File: src/ggh_pkg.sv
// ----------------------------------------------------------------------------
// ggh_pkg: shared definitions for the go-to-goal heading controller
// Field widths, fixed-point constants, register indexes and the CORDIC
// arctangent table.
// ----------------------------------------------------------------------------
package ggh_pkg;

    // Field widths
    localparam int COORD_W   = 16;   // Q5.11 unsigned coordinates and speeds
    localparam int HEAD_W    = 16;   // Q3.13 signed angle
    localparam int RATE_W    = 15;   // Q2.13 unsigned magnitudes
    localparam int NUM_W     = 16;   // target number
    localparam int DELTA_W   = COORD_W + 1;  // signed offset
    localparam int CFG_IDX_W = 3;
    localparam int CFG_W     = 16;

    // CORDIC datapath widths
    localparam int XY_W        = 32;
    localparam int Z_W         = 20;
    localparam int BEAR_W      = 17;
    localparam int ATAN_IDX_W  = 5;
    localparam int ATAN_ENTRIES = 20;

    // Shared multiplier widths
    localparam int MUL_W  = 29;
    localparam int PROD_W = 2 * MUL_W;
    localparam int DSQ_W  = 33;

    // Angle constants
    localparam logic signed [Z_W-1:0] HALF_PI_Q16 = 20'sd102944;
    localparam logic signed [17:0]    PI_Q13      = 18'sd25736;
    localparam logic signed [17:0]    TWO_PI_Q13  = 18'sd51472;
    localparam logic [RATE_W-1:0]     PI_MAG_Q13  = 15'd25736;

    // Divide by 25736 = 8 * 3217: shift by 3, then reciprocal of 3217
    // m = ceil(2^40 / 3217), exact for every 28-bit dividend
    localparam logic [MUL_W-1:0] RECIP_3217 = 29'd341781669;
    localparam int               RECIP_SHIFT = 40;

    // Configuration register indexes
    localparam logic [CFG_IDX_W-1:0] CFG_CATCH_RADIUS = 3'd0;
    localparam logic [CFG_IDX_W-1:0] CFG_TURN_RATE    = 3'd1;
    localparam logic [CFG_IDX_W-1:0] CFG_CRUISE_SPEED = 3'd2;
    localparam logic [CFG_IDX_W-1:0] CFG_HEADING_TOL  = 3'd3;
    localparam logic [CFG_IDX_W-1:0] CFG_NEAR_COORD   = 3'd4;
    localparam logic [CFG_IDX_W-1:0] CFG_FAR_COORD    = 3'd5;

    // Register reset values
    localparam logic [COORD_W-1:0] RST_CATCH_RADIUS = 16'd1024;
    localparam logic [RATE_W-1:0]  RST_TURN_RATE    = 15'd12288;
    localparam logic [COORD_W-1:0] RST_CRUISE_SPEED = 16'd4096;
    localparam logic [RATE_W-1:0]  RST_HEADING_TOL  = 15'd819;
    localparam logic [COORD_W-1:0] RST_NEAR_COORD   = 16'd4096;
    localparam logic [COORD_W-1:0] RST_FAR_COORD    = 16'd18432;
    localparam logic [NUM_W-1:0]   RST_TARGET       = 16'd2;

    // CORDIC unit status toward the sequencer
    typedef struct packed {
        logic                     done;
        logic signed [BEAR_W-1:0] bearing;
    } cordic_res_t;

    // atan(2^-i) in Q.16, rounded to nearest
    function automatic logic signed [Z_W-1:0] atan_q16(input logic [ATAN_IDX_W-1:0] idx);
        logic signed [Z_W-1:0] val;
        begin
            case (idx)
                5'd0:    val = 20'sd51472;
                5'd1:    val = 20'sd30385;
                5'd2:    val = 20'sd16055;
                5'd3:    val = 20'sd8150;
                5'd4:    val = 20'sd4091;
                5'd5:    val = 20'sd2047;
                5'd6:    val = 20'sd1024;
                5'd7:    val = 20'sd512;
                5'd8:    val = 20'sd256;
                5'd9:    val = 20'sd128;
                5'd10:   val = 20'sd64;
                5'd11:   val = 20'sd32;
                5'd12:   val = 20'sd16;
                5'd13:   val = 20'sd8;
                5'd14:   val = 20'sd4;
                5'd15:   val = 20'sd2;
                5'd16:   val = 20'sd1;
                default: val = 20'sd0;
            endcase
            return val;
        end
    endfunction

endpackage

File: src/ggh_mul.sv
// ----------------------------------------------------------------------------
// ggh_mul: shared unsigned multiplier
// One product per cycle, registered output; operands chosen by the sequencer.
// ----------------------------------------------------------------------------
module ggh_mul (
    input  logic                          clk,
    input  logic [ggh_pkg::MUL_W-1:0]     a,
    input  logic [ggh_pkg::MUL_W-1:0]     b,
    output logic [ggh_pkg::PROD_W-1:0]    prod
);

    logic [ggh_pkg::PROD_W-1:0] prod_reg;

    // Product register
    always_ff @(posedge clk)
    begin
        prod_reg <= ggh_pkg::PROD_W'(a) * ggh_pkg::PROD_W'(b);
    end

    assign prod = prod_reg;

endmodule

File: src/ggh_cordic.sv
// ----------------------------------------------------------------------------
// ggh_cordic: iterative CORDIC atan2
// Vectoring mode, one micro-rotation per cycle on a shared shift/add unit.
// Bearing is returned in Q3.13, rounded from the Q.16 angle accumulator.
// ----------------------------------------------------------------------------
module ggh_cordic #(
    parameter int CORDIC_STEPS = 14
) (
    input  logic                                  clk,
    input  logic                                  rst_n,
    input  logic                                  start,
    input  logic signed [ggh_pkg::DELTA_W-1:0]    dx,
    input  logic signed [ggh_pkg::DELTA_W-1:0]    dy,
    output ggh_pkg::cordic_res_t                  res
);

    localparam int CNT_W = $clog2(CORDIC_STEPS);
    localparam int XY_W  = ggh_pkg::XY_W;
    localparam int Z_W   = ggh_pkg::Z_W;

    logic                    busy_reg, busy_next;
    logic                    done_reg, done_next;
    logic [CNT_W-1:0]        it_reg, it_next;
    logic signed [XY_W-1:0]  x_reg, x_next;
    logic signed [XY_W-1:0]  y_reg, y_next;
    logic signed [Z_W-1:0]   z_reg, z_next;
    logic                    zero_reg, zero_next;

    logic signed [XY_W-1:0]  x_in, y_in;
    logic signed [XY_W-1:0]  xs, ys;
    logic signed [Z_W-1:0]   ang;
    logic signed [Z_W-1:0]   z_round;
    logic                    last_step;

    // Inputs scaled by 4096
    assign x_in = {{(XY_W-ggh_pkg::DELTA_W-12){dx[ggh_pkg::DELTA_W-1]}}, dx, 12'd0};
    assign y_in = {{(XY_W-ggh_pkg::DELTA_W-12){dy[ggh_pkg::DELTA_W-1]}}, dy, 12'd0};

    // Shared shift/add step
    assign xs        = x_reg >>> it_reg;
    assign ys        = y_reg >>> it_reg;
    assign ang       = ggh_pkg::atan_q16(ggh_pkg::ATAN_IDX_W'(it_reg));
    assign last_step = (it_reg == CNT_W'(CORDIC_STEPS - 1));

    // Sequencing of load, iterations and done
    always_comb
    begin
        busy_next = busy_reg;
        done_next = 1'b0;
        it_next   = it_reg;
        x_next    = x_reg;
        y_next    = y_reg;
        z_next    = z_reg;
        zero_next = zero_reg;
        if (start)
        begin
            busy_next = 1'b1;
            it_next   = '0;
            zero_next = (dx == '0) && (dy == '0);
            // Pre-rotation into the right half plane
            if (dx[ggh_pkg::DELTA_W-1])
            begin
                if (!dy[ggh_pkg::DELTA_W-1])
                begin
                    x_next = y_in;
                    y_next = -x_in;
                    z_next = ggh_pkg::HALF_PI_Q16;
                end
                else
                begin
                    x_next = -y_in;
                    y_next = x_in;
                    z_next = -ggh_pkg::HALF_PI_Q16;
                end
            end
            else
            begin
                x_next = x_in;
                y_next = y_in;
                z_next = '0;
            end
        end
        else if (busy_reg)
        begin
            if (!y_reg[XY_W-1])
            begin
                x_next = x_reg + ys;
                y_next = y_reg - xs;
                z_next = z_reg + ang;
            end
            else
            begin
                x_next = x_reg - ys;
                y_next = y_reg + xs;
                z_next = z_reg - ang;
            end
            if (last_step)
            begin
                busy_next = 1'b0;
                done_next = 1'b1;
            end
            else
            begin
                it_next = it_reg + 1'b1;
            end
        end
    end

    // Control registers
    always_ff @(posedge clk or negedge rst_n)
    begin
        if (!rst_n)
        begin
            busy_reg <= 1'b0;
            done_reg <= 1'b0;
            it_reg   <= '0;
        end
        else
        begin
            busy_reg <= busy_next;
            done_reg <= done_next;
            it_reg   <= it_next;
        end
    end

    // Datapath registers
    always_ff @(posedge clk)
    begin
        x_reg    <= x_next;
        y_reg    <= y_next;
        z_reg    <= z_next;
        zero_reg <= zero_next;
    end

    // Round Q.16 to Q3.13: floor((z + 4) / 8)
    assign z_round     = (z_reg + Z_W'(4)) >>> 3;
    assign res.done    = done_reg;
    assign res.bearing = zero_reg ? '0 : z_round[ggh_pkg::BEAR_W-1:0];

endmodule

File: src/go_to_goal_heading_controller_unit.sv
// ----------------------------------------------------------------------------
// go_to_goal_heading_controller_unit: turn-then-drive go-to-goal controller
// One pose in, one velocity command out; tracks the current target corner.
// ----------------------------------------------------------------------------
// Usage:
//   Input stream s_*: one pose request per transfer, tdata = {heading, y, x}.
//   Output stream m_*: one command per pose, tdata = {caught_number,
//   angular, linear}, tuser = caught flag.
//   cfg_we/cfg_addr/cfg_data write the six settings; write only while idle.
// Steps from accept to output valid (receiver ready):
//   catch:            S_SQX, S_SQY, S_SQR, S_CMP, then S_DONE
//   turn in place:    catch steps to S_CMP, then S_CORD, S_WRAP, S_DONE
//   drive:            turn steps to S_WRAP, then S_MUL1, S_MUL2, S_DONE
// Flow: a new pose is taken only after the last has left S_DONE, since
// s_tready is high only in idle. The CORDIC unit (one micro-rotation per
// cycle) sets most of a turn or drive; the shared multiplier handles the
// squared distance and radius and the speed scaling one product per cycle.
// Reset: settings return to their defaults, target number to 2, output empty.
// Stall: a finished command sits in the output register; the next pose is
// taken meanwhile and waits at its end until the register frees up.
// ----------------------------------------------------------------------------
module go_to_goal_heading_controller_unit #(
    parameter int CORDIC_STEPS = 14
) (
    input  logic        clk,
    input  logic        rst_n,
    // Pose input; tdata: pose_x[15:0], pose_y[31:16], pose_heading[47:32]
    input  logic        s_tvalid,
    output logic        s_tready,
    input  logic [47:0] s_tdata,
    // Command output; tdata: linear_velocity[15:0], angular_velocity[31:16],
    // caught_number[47:32]
    output logic        m_tvalid,
    input  logic        m_tready,
    output logic [47:0] m_tdata,
    // tuser: caught[0]
    output logic        m_tuser,
    // Configuration write port
    input  logic        cfg_we,
    input  logic [2:0]  cfg_addr,
    input  logic [15:0] cfg_data
);

    localparam int COORD_W = ggh_pkg::COORD_W;
    localparam int RATE_W  = ggh_pkg::RATE_W;
    localparam int DELTA_W = ggh_pkg::DELTA_W;
    localparam int MUL_W   = ggh_pkg::MUL_W;
    localparam int PROD_W  = ggh_pkg::PROD_W;
    localparam int DSQ_W   = ggh_pkg::DSQ_W;

    typedef enum logic [9:0] {
        S_IDLE = 10'b00_0000_0001,
        S_SQX  = 10'b00_0000_0010,
        S_SQY  = 10'b00_0000_0100,
        S_SQR  = 10'b00_0000_1000,
        S_CMP  = 10'b00_0001_0000,
        S_CORD = 10'b00_0010_0000,
        S_WRAP = 10'b00_0100_0000,
        S_MUL1 = 10'b00_1000_0000,
        S_MUL2 = 10'b01_0000_0000,
        S_DONE = 10'b10_0000_0000
    } state_t;

    state_t state_reg, state_next;

    // Settings
    logic [COORD_W-1:0] radius_reg, cruise_reg, near_reg, far_reg;
    logic [RATE_W-1:0]  turn_reg, tol_reg;
    logic [ggh_pkg::NUM_W-1:0] target_reg, target_next;

    // Item registers
    logic signed [DELTA_W-1:0]        dx_reg, dy_reg;
    logic signed [ggh_pkg::HEAD_W-1:0] head_reg;
    logic [DSQ_W-1:0]                 dsq_reg, dsq_next;
    logic signed [17:0]               err_reg, err_next;
    logic [COORD_W-1:0]               res_lin_reg, res_lin_next;
    logic signed [15:0]               res_ang_reg, res_ang_next;
    logic                             res_caught_reg, res_caught_next;

    // Output register
    logic                       out_valid_reg, out_valid_next;
    logic [47:0]                out_data_reg;
    logic                       out_user_reg;
    logic                       out_load;

    // Shared units
    logic [MUL_W-1:0]           mul_a, mul_b;
    logic [PROD_W-1:0]          prod;
    logic                       cordic_start;
    ggh_pkg::cordic_res_t       cordic_res;

    logic                       accept;
    logic [COORD_W-1:0]         tx, ty;
    logic signed [DELTA_W-1:0]  dx_in, dy_in;
    logic [COORD_W-1:0]         abs_dx, abs_dy;
    logic signed [17:0]         err_raw, err_wrap;
    logic [RATE_W-1:0]          mag;
    logic [RATE_W-1:0]          mag_rest;

    ggh_mul u_mul (
        .clk  (clk),
        .a    (mul_a),
        .b    (mul_b),
        .prod (prod)
    );

    ggh_cordic #(
        .CORDIC_STEPS (CORDIC_STEPS)
    ) u_cordic (
        .clk   (clk),
        .rst_n (rst_n),
        .start (cordic_start),
        .dx    (dx_reg),
        .dy    (dy_reg),
        .res   (cordic_res)
    );

    assign s_tready = (state_reg == S_IDLE);
    assign accept   = s_tvalid && s_tready;

    // Target corner and offset
    assign tx    = target_reg[0] ? far_reg : near_reg;
    assign ty    = target_reg[1] ? far_reg : near_reg;
    assign dx_in = DELTA_W'(tx) - DELTA_W'(s_tdata[15:0]);
    assign dy_in = DELTA_W'(ty) - DELTA_W'(s_tdata[31:16]);
    assign abs_dx = dx_reg[DELTA_W-1] ? COORD_W'(-dx_reg) : COORD_W'(dx_reg);
    assign abs_dy = dy_reg[DELTA_W-1] ? COORD_W'(-dy_reg) : COORD_W'(dy_reg);

    // Heading error and wrap into [-pi, pi]
    assign err_raw = 18'(cordic_res.bearing) - 18'(head_reg);
    always_comb
    begin
        if (err_reg > ggh_pkg::PI_Q13)
            err_wrap = err_reg - ggh_pkg::TWO_PI_Q13;
        else if (err_reg < -ggh_pkg::PI_Q13)
            err_wrap = err_reg + ggh_pkg::TWO_PI_Q13;
        else
            err_wrap = err_reg;
    end
    assign mag      = err_wrap[17] ? RATE_W'(-err_wrap) : RATE_W'(err_wrap);
    assign mag_rest = ggh_pkg::PI_MAG_Q13 - mag;

    // Multiplier operand select
    always_comb
    begin
        mul_a = '0;
        mul_b = '0;
        unique case (state_reg)
            S_SQX:
            begin
                mul_a = MUL_W'(abs_dx);
                mul_b = MUL_W'(abs_dx);
            end
            S_SQY:
            begin
                mul_a = MUL_W'(abs_dy);
                mul_b = MUL_W'(abs_dy);
            end
            S_SQR:
            begin
                mul_a = MUL_W'(radius_reg);
                mul_b = MUL_W'(radius_reg);
            end
            S_WRAP:
            begin
                mul_a = MUL_W'(cruise_reg);
                mul_b = MUL_W'(mag_rest);
            end
            S_MUL1:
            begin
                mul_a = MUL_W'(prod[30:3]);
                mul_b = ggh_pkg::RECIP_3217;
            end
            default:
            begin
                mul_a = '0;
                mul_b = '0;
            end
        endcase
    end

    // Sequencer
    always_comb
    begin
        state_next      = state_reg;
        dsq_next        = dsq_reg;
        err_next        = err_reg;
        res_lin_next    = res_lin_reg;
        res_ang_next    = res_ang_reg;
        res_caught_next = res_caught_reg;
        target_next     = target_reg;
        cordic_start    = 1'b0;
        out_load        = 1'b0;
        unique case (state_reg)
            S_IDLE:
            begin
                if (accept)
                    state_next = S_SQX;
            end
            S_SQX:
                state_next = S_SQY;
            S_SQY:
            begin
                dsq_next   = DSQ_W'(prod[31:0]);
                state_next = S_SQR;
            end
            S_SQR:
            begin
                dsq_next   = dsq_reg + DSQ_W'(prod[31:0]);
                state_next = S_CMP;
            end
            S_CMP:
            begin
                // Catch test on squared distances
                if (dsq_reg < DSQ_W'(prod[31:0]))
                begin
                    res_lin_next    = '0;
                    res_ang_next    = '0;
                    res_caught_next = 1'b1;
                    state_next      = S_DONE;
                end
                else
                begin
                    res_caught_next = 1'b0;
                    cordic_start    = 1'b1;
                    state_next      = S_CORD;
                end
            end
            S_CORD:
            begin
                if (cordic_res.done)
                begin
                    err_next   = err_raw;
                    state_next = S_WRAP;
                end
            end
            S_WRAP:
            begin
                res_ang_next = err_wrap[15:0];
                if (mag > tol_reg)
                begin
                    // Turn in place
                    res_lin_next = '0;
                    res_ang_next = err_wrap[17] ? -16'(turn_reg) : 16'(turn_reg);
                    state_next   = S_DONE;
                end
                else
                begin
                    state_next = S_MUL1;
                end
            end
            S_MUL1:
                state_next = S_MUL2;
            S_MUL2:
            begin
                res_lin_next = prod[ggh_pkg::RECIP_SHIFT +: COORD_W];
                state_next   = S_DONE;
            end
            S_DONE:
            begin
                if (!out_valid_reg || m_tready)
                begin
                    out_load = 1'b1;
                    if (res_caught_reg)
                        target_next = target_reg + 1'b1;
                    state_next = S_IDLE;
                end
            end
            default:
                state_next = S_IDLE;
        endcase
    end

    // Output valid
    always_comb
    begin
        out_valid_next = out_valid_reg;
        if (out_load)
            out_valid_next = 1'b1;
        else if (m_tready)
            out_valid_next = 1'b0;
    end

    // Control state and settings
    always_ff @(posedge clk or negedge rst_n)
    begin
        if (!rst_n)
        begin
            state_reg     <= S_IDLE;
            out_valid_reg <= 1'b0;
            target_reg    <= ggh_pkg::RST_TARGET;
            radius_reg    <= ggh_pkg::RST_CATCH_RADIUS;
            turn_reg      <= ggh_pkg::RST_TURN_RATE;
            cruise_reg    <= ggh_pkg::RST_CRUISE_SPEED;
            tol_reg       <= ggh_pkg::RST_HEADING_TOL;
            near_reg      <= ggh_pkg::RST_NEAR_COORD;
            far_reg       <= ggh_pkg::RST_FAR_COORD;
        end
        else
        begin
            state_reg     <= state_next;
            out_valid_reg <= out_valid_next;
            target_reg    <= target_next;
            if (cfg_we)
            begin
                unique case (cfg_addr)
                    ggh_pkg::CFG_CATCH_RADIUS: radius_reg <= cfg_data;
                    ggh_pkg::CFG_TURN_RATE:    turn_reg   <= cfg_data[RATE_W-1:0];
                    ggh_pkg::CFG_CRUISE_SPEED: cruise_reg <= cfg_data;
                    ggh_pkg::CFG_HEADING_TOL:  tol_reg    <= cfg_data[RATE_W-1:0];
                    ggh_pkg::CFG_NEAR_COORD:   near_reg   <= cfg_data;
                    ggh_pkg::CFG_FAR_COORD:    far_reg    <= cfg_data;
                    default:                   ;
                endcase
            end
        end
    end

    // Payload registers
    always_ff @(posedge clk)
    begin
        if (accept)
        begin
            dx_reg   <= dx_in;
            dy_reg   <= dy_in;
            head_reg <= s_tdata[47:32];
        end
        dsq_reg        <= dsq_next;
        err_reg        <= err_next;
        res_lin_reg    <= res_lin_next;
        res_ang_reg    <= res_ang_next;
        res_caught_reg <= res_caught_next;
        if (out_load)
        begin
            out_data_reg[15:0]  <= res_lin_reg;
            out_data_reg[31:16] <= res_ang_reg;
            out_data_reg[47:32] <= res_caught_reg ? target_reg : '0;
            out_user_reg        <= res_caught_reg;
        end
    end

    assign m_tvalid = out_valid_reg;
    assign m_tdata  = out_data_reg;
    assign m_tuser  = out_user_reg;

endmodule

File: config.mk
export PLATFORM = sky130hd
export DESIGN_NAME = go_to_goal_heading_controller_unit
export DESIGN_NICKNAME = d
export VERILOG_FILES = /design/src/ggh_pkg.sv /design/src/ggh_mul.sv /design/src/ggh_cordic.sv /design/src/go_to_goal_heading_controller_unit.sv
export SDC_FILE = /design/constraint.sdc
export NUM_CORES = 2
export LEC_CHECK = 0
export BUFFER_PORTS_ARGS = -buffer_cell sky130_fd_sc_hd__buf_2
export CORE_MARGIN = 2
export CORE_UTILIZATION = 40
export CTS_BUF_LIST = sky130_fd_sc_hd__clkbuf_4 sky130_fd_sc_hd__clkbuf_8
export DETAILED_ROUTE_END_ITERATION = 6
export HOLD_SLACK_MARGIN = 0.1
export PLACE_DENSITY = 0.65
export SYNTH_ARGS = -nofsm -noshare
export SYNTH_HDL_FRONTEND = slang
export SYNTH_HIERARCHICAL = 1
export SYNTH_SLANG_ARGS = --single-unit
File: constraint.sdc
create_clock -name clk -period 16.5 [get_ports clk]
set_clock_uncertainty 0.15 [all_clocks]
set_input_delay 0.825 -clock clk [delete_from_list [all_inputs] [get_ports clk]]
set_output_delay 0.825 -clock clk [all_outputs]
set_load 0.01 [all_outputs]
==> metrics.txt <==
CP Capture Point u_mul/prod[46]; CP max stage delay 0.78 ns; die height 398 um; outcome complete, no violations; yosys warns 6; worst-path fanout max 29; WL final about 180000 um; Post-DP HPWL 133000 um; TritonCTS clock tree yes; Clock Pin Slew Worst Setup and Hold Paths approximately 0.06 ns; Avg Cell Area, Syn 9.19 sq um; Worst Hold Class in -> reg; worst-skew pair later-pin latency 0.77 ns; placed insts 8649; Slew Limit Headroom 18.1%; root buffer cell clkbuf_8; Post-DRT Antenna Nets 0; vias in the first global route 49.6k; first-pass GRT wire length 280000 um; die area between 150000 and 200000 sq um; RSZ-0062 raised after global routing false; FF-to-FF End u_mul/prod[46]; commonest non-fill, non-tap cells in the layout inv_1, fa_1, nand2_1; die width 398 um; drt first pass iters 6; Global Route Usage Sum 22.4%; initial antenna violation count 21; setup TNS 0 ns; Finished Layout Cells around 8.8k; DR vias 48.1k; FF-to-FF Start err_reg[4]; commonest non-fill, non-tap cell in the layout inv_1; WS Path Type reg -> reg; std cell rows approximately 140; max-slew violation count 0; Critical Path RT 17.03 ns; # Post-CTS Setup Buffers 0; worst slew pin tran 1.23 ns; Worst EP arrival 12.95 ns; starting density of the core 40.3%; share of cells above drive strength 1 9.71%; Via density 5.46; Final #Nets 7983; R2R setup slack 4.08 ns; cell count after synthesis 6750; Critical Path Sink Type flip-flop; Worst R2R Path Depth 39; Tmin final around 12 ns; pwr dens ~100 nW/um^2; P_leak 30.1 nW; 1st-iter DRT viols around 3.9k; I/O Pins 123; Max Freq 0.0805 GHz; CTS Sinks about 440; # resized after CTS 0; Util after Layout ~43%; drt drc 0; global route overflow 0; crit path from err_reg[4]; routability cong. 0.919; max_cap viols 0; Port Buffers 122; mapped cell area ~62000 sq um; Startpoint Class flip-flop; clk buf depth 3; Crit-path slowest cell nand2_1; Area Growth Syn to Fin 7.08%; final hold vios 0; H-tree depth 3; maximum vdd drop between 0.00009 and 0.0001 V; setup violators final 0; Core ar. 154000 sq um; final period utilization 75.3%; largest net degree at the start of global routing 166; WL per Instance 19.9 um; clock buffer count from CTS 78
-- worst min path at each step --
stage,depth (start not counted),startpoint,endpoint
floorplan,0,res_lin_reg[0],m_tdata[0]
global placement,0,res_ang_reg[7],m_tdata[23]
detailed placement,0,res_ang_reg[4],m_tdata[20]
CTS,2,s_tvalid,state_reg[1]
global route,2,s_tvalid,state_reg[1]
finish,2,s_tvalid,state_reg[1]
-- layout make-up --
type                            instances  area [sq um]
Sequential cell                       443         12200
Clock inverter                         35           394
Timing Repair Buffer                  213          1360
Inverter                             1019          3830
Multi-Input combinational cell       4947         44700
Tap cell                             2044          2560
Antenna cell                            1          2.50
Fill cell                           15100         87600
Clock buffer                          110          1350
-- critical path, delay by kind of cell, from the launching register on --
| family | cells | cell delay (ns) |
|---|---|---|
| flops | 1 | 0.49 |
| fa+ha+maj | 10 | 4.45 |
| buf+inv | 9 | 0.80 |
| compound gates | 11 | 3.01 |
| xor+xnor | 2 | 0.33 |
| simple gates | 7 | 3.10 |
-- repair_timing --
action	4_1_cts	5_1_grt
endpoints found under the setup margin	0	0
endpoints found under the hold margin	75	0
hold buffers	17	0
-- where the power goes --
group | switching (mW) | leakage, nW | total, mW | internal (mW)
combinational | 2.34 | 24.9 | 3.95 | 1.61
sequential | 0.236 | 4.26 | 1.75 | 1.51
clock | 0.530 | 0.908 | 1.18 | 0.648
-- per-layer routing --
metal  vias to the layer above  routed length [um]  track usage (%)  part of all wire, %
met2                      1630               79900             35.7                   46
met3                       281               12700             4.03                  7.3
met1                     24200               78400             31.5                   45
met5                         -                  13                0               0.0074
met4                         2                4130             5.17                  2.4
li1                      22000                   -                -                    -
-- stage by stage --
step / instance area [sq um] / power [mW] / worst slack (ns) / hold WS (ns)
2_1_floorplan: 62100 / 4.67 / 5.92 / 0.250
3_3_place_gp: 64500 / 5.54 / 4.54 / 0.259
3_5_place_dp: 64500 / 5.62 / 4.31 / 0.255
4_1_cts: 66400 / 6.85 / 4.28 / 0.199
5_1_grt: 66400 / 7.43 / 3.29 / 0.199
6_report: 66400 / 6.87 / 4.08 / 0.248
Note: power is estimated with default switching activity, not from simulation.
